--- config.mk ---
export PLATFORM = sky130hd
export DESIGN_NAME = varint_leading_ones_codec
export DESIGN_NICKNAME = d
export VERILOG_FILES = /design/src/rtl/vloc_pkg.sv /design/src/rtl/vloc_encode.sv /design/src/rtl/vloc_decode.sv /design/src/rtl/varint_leading_ones_codec.sv
export SDC_FILE = /design/constraint.sdc
export NUM_CORES = 1
export LEC_CHECK = 0
export BUFFER_PORTS_ARGS = -buffer_cell sky130_fd_sc_hd__buf_2
export CORE_MARGIN = 10
export CORE_UTILIZATION = 40
export CTS_CLUSTER_SIZE = 14
export DETAILED_ROUTE_END_ITERATION = 8
export PLACE_DENSITY = 0.68
export SYNTH_ARGS = -nofsm -noshare
export SYNTH_HDL_FRONTEND = slang
export SYNTH_SLANG_ARGS = --single-unit
--- constraint.sdc ---
create_clock -name i_clk -period 19.78 [get_ports i_clk]
set_input_delay 1.978 -clock i_clk [delete_from_list [all_inputs] [get_ports i_clk]]
set_output_delay 1.978 -clock i_clk [all_outputs]
set_load 0.005 [all_outputs]
--- src/rtl/vloc_pkg.sv ---
package vloc_pkg;

    // Command codes carried in the input word.
    localparam logic CMD_ENCODE = 1'b0;
    localparam logic CMD_DECODE = 1'b1;

    // Result kinds.
    localparam logic [1:0] KIND_BYTE  = 2'd0;
    localparam logic [1:0] KIND_VALUE = 2'd1;
    localparam logic [1:0] KIND_ERROR = 2'd2;

    // Largest value that fits in eight encoded bytes.
    localparam logic [55:0] VALUE_MAX = 56'hFF_FFFF_FFFF_FFFF;

    // Bits of value carried by one encoded byte.
    localparam int BITS_PER_BYTE = 7;

    // Input word.
    typedef struct packed {
        logic        command;
        logic [63:0] value;
        logic [7:0]  in_byte;
    } t_in_item;

    // Result word.
    typedef struct packed {
        logic [1:0]  out_kind;
        logic [7:0]  out_byte;
        logic [55:0] out_value;
        logic [3:0]  byte_count;
        logic        last;
    } t_out_item;

endpackage

--- src/rtl/vloc_encode.sv ---
module vloc_encode
    import vloc_pkg::*;
(
    input  logic [63:0] i_value,
    input  logic [2:0]  i_idx,
    output t_out_item   o_result
);

    logic        too_large;
    logic [3:0]  len;
    logic [2:0]  extra;
    logic [2:0]  sel;
    logic [55:0] shifted;
    logic [7:0]  prefix;
    logic [7:0]  data_byte;

    // Encoded length: one byte plus one for each 7-bit group above the first.
    always_comb begin
        len = 4'd1;
        for (int k = 1; k < 8; k++) begin
            if ((i_value >> (BITS_PER_BYTE * k)) != 64'd0) begin
                len = len + 4'd1;
            end
        end
    end

    assign too_large = (i_value[63:56] != 8'd0);
    assign extra     = len[2:0] - 3'd1;

    // Byte i of the encoding is the value shifted down by 8 * (extra - i).
    assign sel     = extra - i_idx;
    assign shifted = i_value[55:0] >> {sel, 3'b000};
    assign prefix  = ~(8'hFF >> extra);

    always_comb begin
        if (i_idx == 3'd0) begin
            data_byte = prefix | shifted[7:0];
        end else begin
            data_byte = shifted[7:0];
        end
    end

    // Result word for the selected byte, or a single error word.
    always_comb begin
        o_result = '0;
        if (too_large) begin
            o_result.out_kind = KIND_ERROR;
            o_result.last     = 1'b1;
        end else begin
            o_result.out_kind   = KIND_BYTE;
            o_result.out_byte   = data_byte;
            o_result.byte_count = len;
            o_result.last       = (i_idx == extra);
        end
    end

endmodule

--- src/rtl/vloc_decode.sv ---
module vloc_decode
    import vloc_pkg::*;
(
    input  logic      i_clk,
    input  logic      i_rst_n,
    input  logic      i_step,
    input  logic [7:0] i_byte,
    output logic      o_has_result,
    output t_out_item o_result
);

    logic        r_active;
    logic [2:0]  r_remaining;
    logic [55:0] r_accum;
    logic [3:0]  r_total;

    logic        n_active;
    logic [2:0]  n_remaining;
    logic [55:0] n_accum;
    logic [3:0]  n_total;

    logic [3:0]  ones;
    logic        run;
    logic [7:0]  low_mask;
    logic [55:0] shifted_accum;
    logic [2:0]  remaining_dec;

    // Count the leading one bits of the first byte.
    always_comb begin
        ones = 4'd0;
        run  = 1'b1;
        for (int k = 7; k >= 0; k--) begin
            if (run && i_byte[k]) begin
                ones = ones + 4'd1;
            end else begin
                run = 1'b0;
            end
        end
    end

    assign low_mask      = 8'h7F >> ones[2:0];
    assign shifted_accum = {r_accum[47:0], i_byte};
    assign remaining_dec = r_remaining - 3'd1;

    // Next state and the result, if this byte produces one.
    always_comb begin
        n_active     = r_active;
        n_remaining  = r_remaining;
        n_accum      = r_accum;
        n_total      = r_total;
        o_has_result = 1'b0;
        o_result     = '0;
        o_result.last = 1'b1;
        if (!r_active) begin
            if (ones[3]) begin
                // A first byte of all ones is not a valid prefix.
                o_has_result      = 1'b1;
                o_result.out_kind = KIND_ERROR;
            end else if (ones == 4'd0) begin
                // Single-byte encoding finishes right away.
                o_has_result        = 1'b1;
                o_result.out_kind   = KIND_VALUE;
                o_result.out_value  = {48'd0, i_byte & low_mask};
                o_result.byte_count = 4'd1;
                n_accum             = '0;
                n_total             = '0;
            end else begin
                n_accum     = {48'd0, i_byte & low_mask};
                n_total     = ones + 4'd1;
                n_remaining = ones[2:0];
                n_active    = 1'b1;
            end
        end else begin
            n_remaining = remaining_dec;
            if (remaining_dec == 3'd0) begin
                o_has_result        = 1'b1;
                o_result.out_kind   = KIND_VALUE;
                o_result.out_value  = shifted_accum;
                o_result.byte_count = r_total;
                n_active            = 1'b0;
                n_accum             = '0;
                n_total             = '0;
            end else begin
                n_accum = shifted_accum;
            end
        end
    end

    // Decoder state advances only when a decode word is consumed.
    always_ff @(posedge i_clk) begin
        if (!i_rst_n) begin
            r_active    <= 1'b0;
            r_remaining <= '0;
            r_accum     <= '0;
            r_total     <= '0;
        end else if (i_step) begin
            r_active    <= n_active;
            r_remaining <= n_remaining;
            r_accum     <= n_accum;
            r_total     <= n_total;
        end
    end

endmodule

--- src/rtl/varint_leading_ones_codec.sv ---
// Channel | Direction | Handshake               | Word
// input   | in        | i_in_valid / o_in_ready  | i_in  (t_in_item)
// output  | out       | o_out_valid / i_out_ready | o_out (t_out_item)
//
// A new decode byte can be accepted every cycle while the output can take its
// result or the byte produces none. An encode word holds the input register
// until its encoded bytes (1 to 8) or its error word for a too-large value
// are sent, counted by the byte counter; results come from the output register.
// Reset is synchronous and clears the decoder and all valid flags.
// A stalled output holds its word while the input register keeps working
// on decode bytes that produce no result.
module varint_leading_ones_codec
    import vloc_pkg::*;
(
    input  logic      i_clk,
    input  logic      i_rst_n,
    input  logic      i_in_valid,
    output logic      o_in_ready,
    input  t_in_item  i_in,
    output logic      o_out_valid,
    input  logic      i_out_ready,
    output t_out_item o_out
);

    logic      r_in_valid;
    t_in_item  r_in;
    logic [2:0] r_idx;
    logic      r_out_valid;
    t_out_item r_out;

    logic      enc_sel;
    logic      has_res;
    logic      out_free;
    logic      step;
    logic      done;
    logic      dec_has;
    t_out_item enc_res;
    t_out_item dec_res;
    t_out_item stage_res;

    vloc_encode u_encode (
        .i_value  (r_in.value),
        .i_idx    (r_idx),
        .o_result (enc_res)
    );

    vloc_decode u_decode (
        .i_clk        (i_clk),
        .i_rst_n      (i_rst_n),
        .i_step       (step && !enc_sel),
        .i_byte       (r_in.in_byte),
        .o_has_result (dec_has),
        .o_result     (dec_res)
    );

    // The held word advances when the output can take its result,
    // or at once when it produces none.
    assign enc_sel   = (r_in.command == CMD_ENCODE);
    assign has_res   = enc_sel ? 1'b1 : dec_has;
    assign stage_res = enc_sel ? enc_res : dec_res;
    assign out_free  = !r_out_valid || i_out_ready;
    assign step      = r_in_valid && (out_free || !has_res);
    assign done      = step && (!enc_sel || enc_res.last);
    assign o_in_ready = !r_in_valid || done;

    // Input register and encode byte counter.
    always_ff @(posedge i_clk) begin
        if (!i_rst_n) begin
            r_in_valid <= 1'b0;
            r_idx      <= '0;
        end else begin
            if (o_in_ready) begin
                r_in_valid <= i_in_valid;
            end
            if (done) begin
                r_idx <= '0;
            end else if (step && enc_sel) begin
                r_idx <= r_idx + 3'd1;
            end
        end
    end

    always_ff @(posedge i_clk) begin
        if (o_in_ready && i_in_valid) begin
            r_in <= i_in;
        end
    end

    // Output register.
    always_ff @(posedge i_clk) begin
        if (!i_rst_n) begin
            r_out_valid <= 1'b0;
        end else if (step && has_res) begin
            r_out_valid <= 1'b1;
        end else if (i_out_ready) begin
            r_out_valid <= 1'b0;
        end
    end

    always_ff @(posedge i_clk) begin
        if (step && has_res) begin
            r_out <= stage_res;
        end
    end

    assign o_out_valid = r_out_valid;
    assign o_out       = r_out;

endmodule

==> qor_table.md <==
| Step | Metric | Value |
| --- | --- | --- |
| synthesis | Synthesized Nets | 897 |
| worst setup path | Endpoint of the worst-slack reg-to-reg timing path | r_in[0] |
| worst hold path | Hold Path Origin | u_decode.r_accum[45] |
| layout | Final core utilization | 48.2% |
| worst setup path | Worst Path Class, Setup | flop to primary output |
| global route | Wire length of the first global-routing pass | 35900 um |
| timing | Setup violation total in the final timing report | 0 |
| synthesis | Biggest area contributors in the synthesized netlist | sky130_fd_sc_hd__edfxtp_1 47%, sky130_fd_sc_hd__dfxtp_1 13%, sky130_fd_sc_hd__and2_1 4.0% |
| worst hold path | WHS Endpoint | u_decode.r_accum[45] |
| synthesis | Fraction of post-synthesis cell area in the top cell type by area | 46.6% |
| worst setup path | Data arrival time at the worst-slack endpoint | 6.82 ns |
| cts | Clock tree from TritonCTS | built |
| synthesis | Number of different library cells in the post-synthesis netlist | 75 |
| placement | Number of port buffers | 149 |
| layout | Filler cell count | 2081 |
| cts | Bufs on Longest Clock Path | 3 |
| timing | Slew at the pin closest to its max-slew limit | 0.896 ns |
| timing | Max_slew headroom | 40.3% |
| placement | Placed insts | 1185 |
| synthesis | Mapped cell area | 9270 sq um |
| synthesis | Seq/Total Area, Yosys | 59.8% |
| timing | Max-slew violation count | 0 |
| layout | Final Instance Count excl. Fillers | 1225 |
| global route | Number of antenna violations at the first check in global routing | 0 |
| global route | Overall overflow remaining after global route | 0 |
| placement | HPWL after DPL | 16500 um |
| synthesis | Gate count after technology mapping | 794 |
| cts | H-tree lvl count | 1 |
| routing | Via count | 6627 |
| layout | Number of antenna cells inserted | 0 |
| floorplan | Die width | 172 um |
| synthesis | Post-synth top area cell | sky130_fd_sc_hd__edfxtp_1 |
| cts | Worst-skew pair later-pin latency | 0.51 ns |
| floorplan | Die height | 172 um |
| pwr | Cell leakage power | 4.12 nW |
| routing | Antenna violation net count after detailed routing | 0 |
| timing | RSZ-0062 raised after global routing | false |
| layout | Layout-stage area growth over the synthesis result | 18.0% |
| synthesis | Avg Inst Size Synth | 11.7 sq um |
| routing | Starting DRC count in detailed routing | 541 |
| layout | Share of final-layout standard cells stronger than drive strength 1 | 24.5% |
| worst hold path | Cells on Worst Hold Path | 2 |
| synthesis | Flip-flop and latch count after synthesis | 205 |
| placement | Total cell area at the placement stage | 10200 sq um |
| status | Status | finished clean |
| routing | Vias per cell | 5.41 |
| timing | Total Neg Setup Slack | 0 ns |
| cts | Root buffer cell | sky130_fd_sc_hd__clkbuf_16 |
| worst setup path | Crit end category | primary output |
| worst setup path | Startpoint of the most critical register-to-register path | r_in[67] |
| cts | Hold Buf Count CTS | 0 |
| timing | Min Clock Period, post-route | 8.80 ns |
| cts | CTS sink count | 205 |
| synthesis | Top flip-flop cell by instance count after synthesis | sky130_fd_sc_hd__edfxtp_1 |
| cts | Post-CTS Setup Inserts | 0 |
| routing | Detailed Route WL | 23000 um |
| routing | Wire length per cell | 18.8 um |
| timing | Final clock skew | 0.0146 ns |
| cts | Quantity of gates resized following cts | 0 |
| worst hold path | Class of the most critical hold timing path | flop to flop |
| routing | Router iterations before antenna repair | 5 |
| global route | All-layer global routing usage | 15.2% |
| cts | CTS buffer count | 22 |
| floorplan | Io pins | 150 |
| worst setup path | Max Fanout on Critical Path | 6 |
| global route | Pin count of the biggest net entering global routing | 74 |
| worst setup path | Crit start category | flop |
| layout | Net count, final | 1027 |
| worst setup path | CP required | 17.80 ns |
| pwr | Worst vdd ir | 62.1 uV |
| synthesis | Ys async rst share | 0% |
| floorplan | Placeable core region | 22700 sq um |
| floorplan | Area of the die | 29700 sq um |
| floorplan | FP Rows | 55 |
| floorplan | Initial cell density of the core | 40.8% |
| worst setup path | Startpoint of the most critical setup path | r_in[67] |
| flow run | Number of maximum-capacitance violations | 0 |
| routing | Total DRC errors in the routed layout | 0 |
| global route | Vias in the first global route | 6668 |
| pwr | Power per Cell Area | 86.0 nW/um^2 |
| synthesis | Count of synthesis-stage warnings from yosys | 0 |
| placement | Routability Congestion | 0.896 |
| timing | Final hold violation count | 0 |
| worst setup path | Worst setup slack for register-to-register paths | 12.33 ns |
| worst setup path | R2R depth | 25 |
| timing | Ratio of final minimum period to clock period | 44.5% |
| cts | Clock-pin slew reported for the worst setup and hold paths after clock tree synthesis | 0.06 ns |
| synthesis | Count of flip-flops with a built-in enable after synthesis | 144 |
| layout | Post-route cell area | 10900 sq um |
| timing | Max Clk Rate | 114 MHz |
layer usage:
layer	wire [um]	track usage, %
met5	0	0
met4	648	4.87
met2	11500	26.1
met3	1420	3.35
met1	9440	18.5
cell usage after synthesis (3+ instances only):
cell type and number:
sky130_fd_sc_hd__inv_1 34, sky130_fd_sc_hd__mux2_2 8, sky130_fd_sc_hd__ha_1 24, sky130_fd_sc_hd__nand2_1 46, sky130_fd_sc_hd__nor3_1 11, sky130_fd_sc_hd__buf_6 3, sky130_fd_sc_hd__a211oi_1 3, sky130_fd_sc_hd__xnor2_1 11
sky130_fd_sc_hd__nand4_1 15, sky130_fd_sc_hd__nor4_1 10, sky130_fd_sc_hd__a21oi_1 53, sky130_fd_sc_hd__nor2b_1 4, sky130_fd_sc_hd__o211ai_1 8, sky130_fd_sc_hd__dfxtp_1 61, sky130_fd_sc_hd__and3_1 6, sky130_fd_sc_hd__nand2b_1 7
sky130_fd_sc_hd__xor2_1 4, sky130_fd_sc_hd__o21a_1 4, sky130_fd_sc_hd__and2_1 59, sky130_fd_sc_hd__a22oi_1 8, sky130_fd_sc_hd__o2111ai_1 3, sky130_fd_sc_hd__o21ai_0 59, sky130_fd_sc_hd__a31oi_1 3, sky130_fd_sc_hd__clkbuf_1 36
sky130_fd_sc_hd__mux2i_1 4, sky130_fd_sc_hd__mux4_2 8, sky130_fd_sc_hd__buf_2 10, sky130_fd_sc_hd__o22ai_1 4, sky130_fd_sc_hd__o31ai_1 7, sky130_fd_sc_hd__nor2_1 34, sky130_fd_sc_hd__edfxtp_1 144, sky130_fd_sc_hd__nand3_1 47
worst max path at each step:
stage	endpoint	slack, ns	depth (start not counted)
2_1_floorplan	o_out[0]	11.59	24
3_3_place_gp	o_in_ready	11.85	24
3_5_place_dp	o_in_ready	11.60	24
4_1_cts	o_in_ready	11.02	24
5_1_grt	o_in_ready	10.54	24
6_report	o_in_ready	10.98	24
where the power goes:
part           internal, mW  total [mW]  switching, mW
clock network         0.235       0.395          0.160
registers             0.477       0.486        0.00932
logic                0.0223      0.0600         0.0378
metrics by stage:
stage / worst slack (ns) / power [mW] / hold slack (ns)
floorplan: 11.59 / 0.528 / 0.431
global route: 10.54 / 0.977 / 0.478
CTS: 11.02 / 0.951 / 0.455
global placement: 11.85 / 0.555 / 0.441
detailed placement: 11.60 / 0.555 / 0.449
finish: 10.98 / 0.941 / 0.453
cell usage in the layout, fill, tap and decap left out, types with 4 or more instances in the layout:
cell type	Yosys	layout
sky130_fd_sc_hd__a21oi_1	53	53
sky130_fd_sc_hd__a22oi_1	8	8
sky130_fd_sc_hd__and2_1	59	58
sky130_fd_sc_hd__and3_1	6	6
sky130_fd_sc_hd__buf_2	10	149
sky130_fd_sc_hd__buf_4	1	8
sky130_fd_sc_hd__clkbuf_1	36	7
sky130_fd_sc_hd__clkbuf_16	0	23
sky130_fd_sc_hd__dfxtp_1	61	61
sky130_fd_sc_hd__edfxtp_1	144	144
sky130_fd_sc_hd__ha_1	24	24
sky130_fd_sc_hd__inv_1	34	34
sky130_fd_sc_hd__mux2_2	8	8
sky130_fd_sc_hd__mux2i_1	4	4
sky130_fd_sc_hd__mux4_2	8	8
sky130_fd_sc_hd__nand2_1	46	46
sky130_fd_sc_hd__nand2b_1	7	7
sky130_fd_sc_hd__nand3_1	47	47
sky130_fd_sc_hd__nand4_1	15	15
sky130_fd_sc_hd__nor2_1	34	32
sky130_fd_sc_hd__nor2b_1	4	4
sky130_fd_sc_hd__nor3_1	11	11
sky130_fd_sc_hd__nor4_1	10	10
sky130_fd_sc_hd__o211ai_1	8	8
sky130_fd_sc_hd__o21a_1	4	4
sky130_fd_sc_hd__o21ai_0	59	59
sky130_fd_sc_hd__o22ai_1	4	4
sky130_fd_sc_hd__o31ai_1	7	7
sky130_fd_sc_hd__xnor2_1	11	11
sky130_fd_sc_hd__xor2_1	4	4
kinds of logic (layout without fill, tap and decap cells):
family                     Yosys count  after routing  synth area share (%)
and+or+nand+nor                    254            254                  14.5
DFF                                205            205                  59.8
AOI/OAI and AO/OA                  185            185                  12.8
buffers and inverters               86            232                  3.90
adders and majority gates           26             26                  3.67
muxes                               21             21                  3.49
xor gates and xnor gates            17             17                  1.83
cell type report:
| class | instances | area, sq um | share of cell area (%) |
|---|---|---|---|
| clock buffers | 32 | 629 | 5.75 |
| clock inverters | 8 | 75.1 | 0.686 |
| inverters | 35 | 131 | 1.20 |
| multi-input cells | 503 | 3400 | 31.0 |
| flip-flops and latches | 205 | 5550 | 50.7 |
| well taps | 285 | 357 | 3.26 |
| repair buffers | 157 | 806 | 7.37 |
flip-flops by register name, summed over array words and instances, names as in the netlist:
signal	count
o_out	71
o_out_valid	1
r_idx	3
r_in	73
r_in_valid	1
u_decode.r_accum	48
u_decode.r_active	1
u_decode.r_remaining	3
u_decode.r_total	4
critical path, cell delays in order, from the launching register on:
cell and delay (ns):
sky130_fd_sc_hd__edfxtp_1 0.37, sky130_fd_sc_hd__nor4_1 0.75, sky130_fd_sc_hd__and4_1 0.47, sky130_fd_sc_hd__nand3_1 0.20, sky130_fd_sc_hd__nor2_1 0.17, sky130_fd_sc_hd__and3_1 0.21
sky130_fd_sc_hd__nand3_1 0.18, sky130_fd_sc_hd__fa_1 0.74, sky130_fd_sc_hd__xor2_1 0.18, sky130_fd_sc_hd__ha_1 0.26, sky130_fd_sc_hd__nor2_1 0.16, sky130_fd_sc_hd__nor2_1 0.07
sky130_fd_sc_hd__ha_1 0.30, sky130_fd_sc_hd__nand2_1 0.05, sky130_fd_sc_hd__o31ai_1 0.09, sky130_fd_sc_hd__ha_1 0.29, sky130_fd_sc_hd__mux2i_1 0.24, sky130_fd_sc_hd__ha_1 0.23
sky130_fd_sc_hd__inv_1 0.05, sky130_fd_sc_hd__ha_1 0.33, sky130_fd_sc_hd__xnor2_1 0.29, sky130_fd_sc_hd__a31oi_1 0.17, sky130_fd_sc_hd__o221a_2 0.30, sky130_fd_sc_hd__inv_1 0.09
sky130_fd_sc_hd__buf_2 0.12
(Power assumes the default switching activity.)
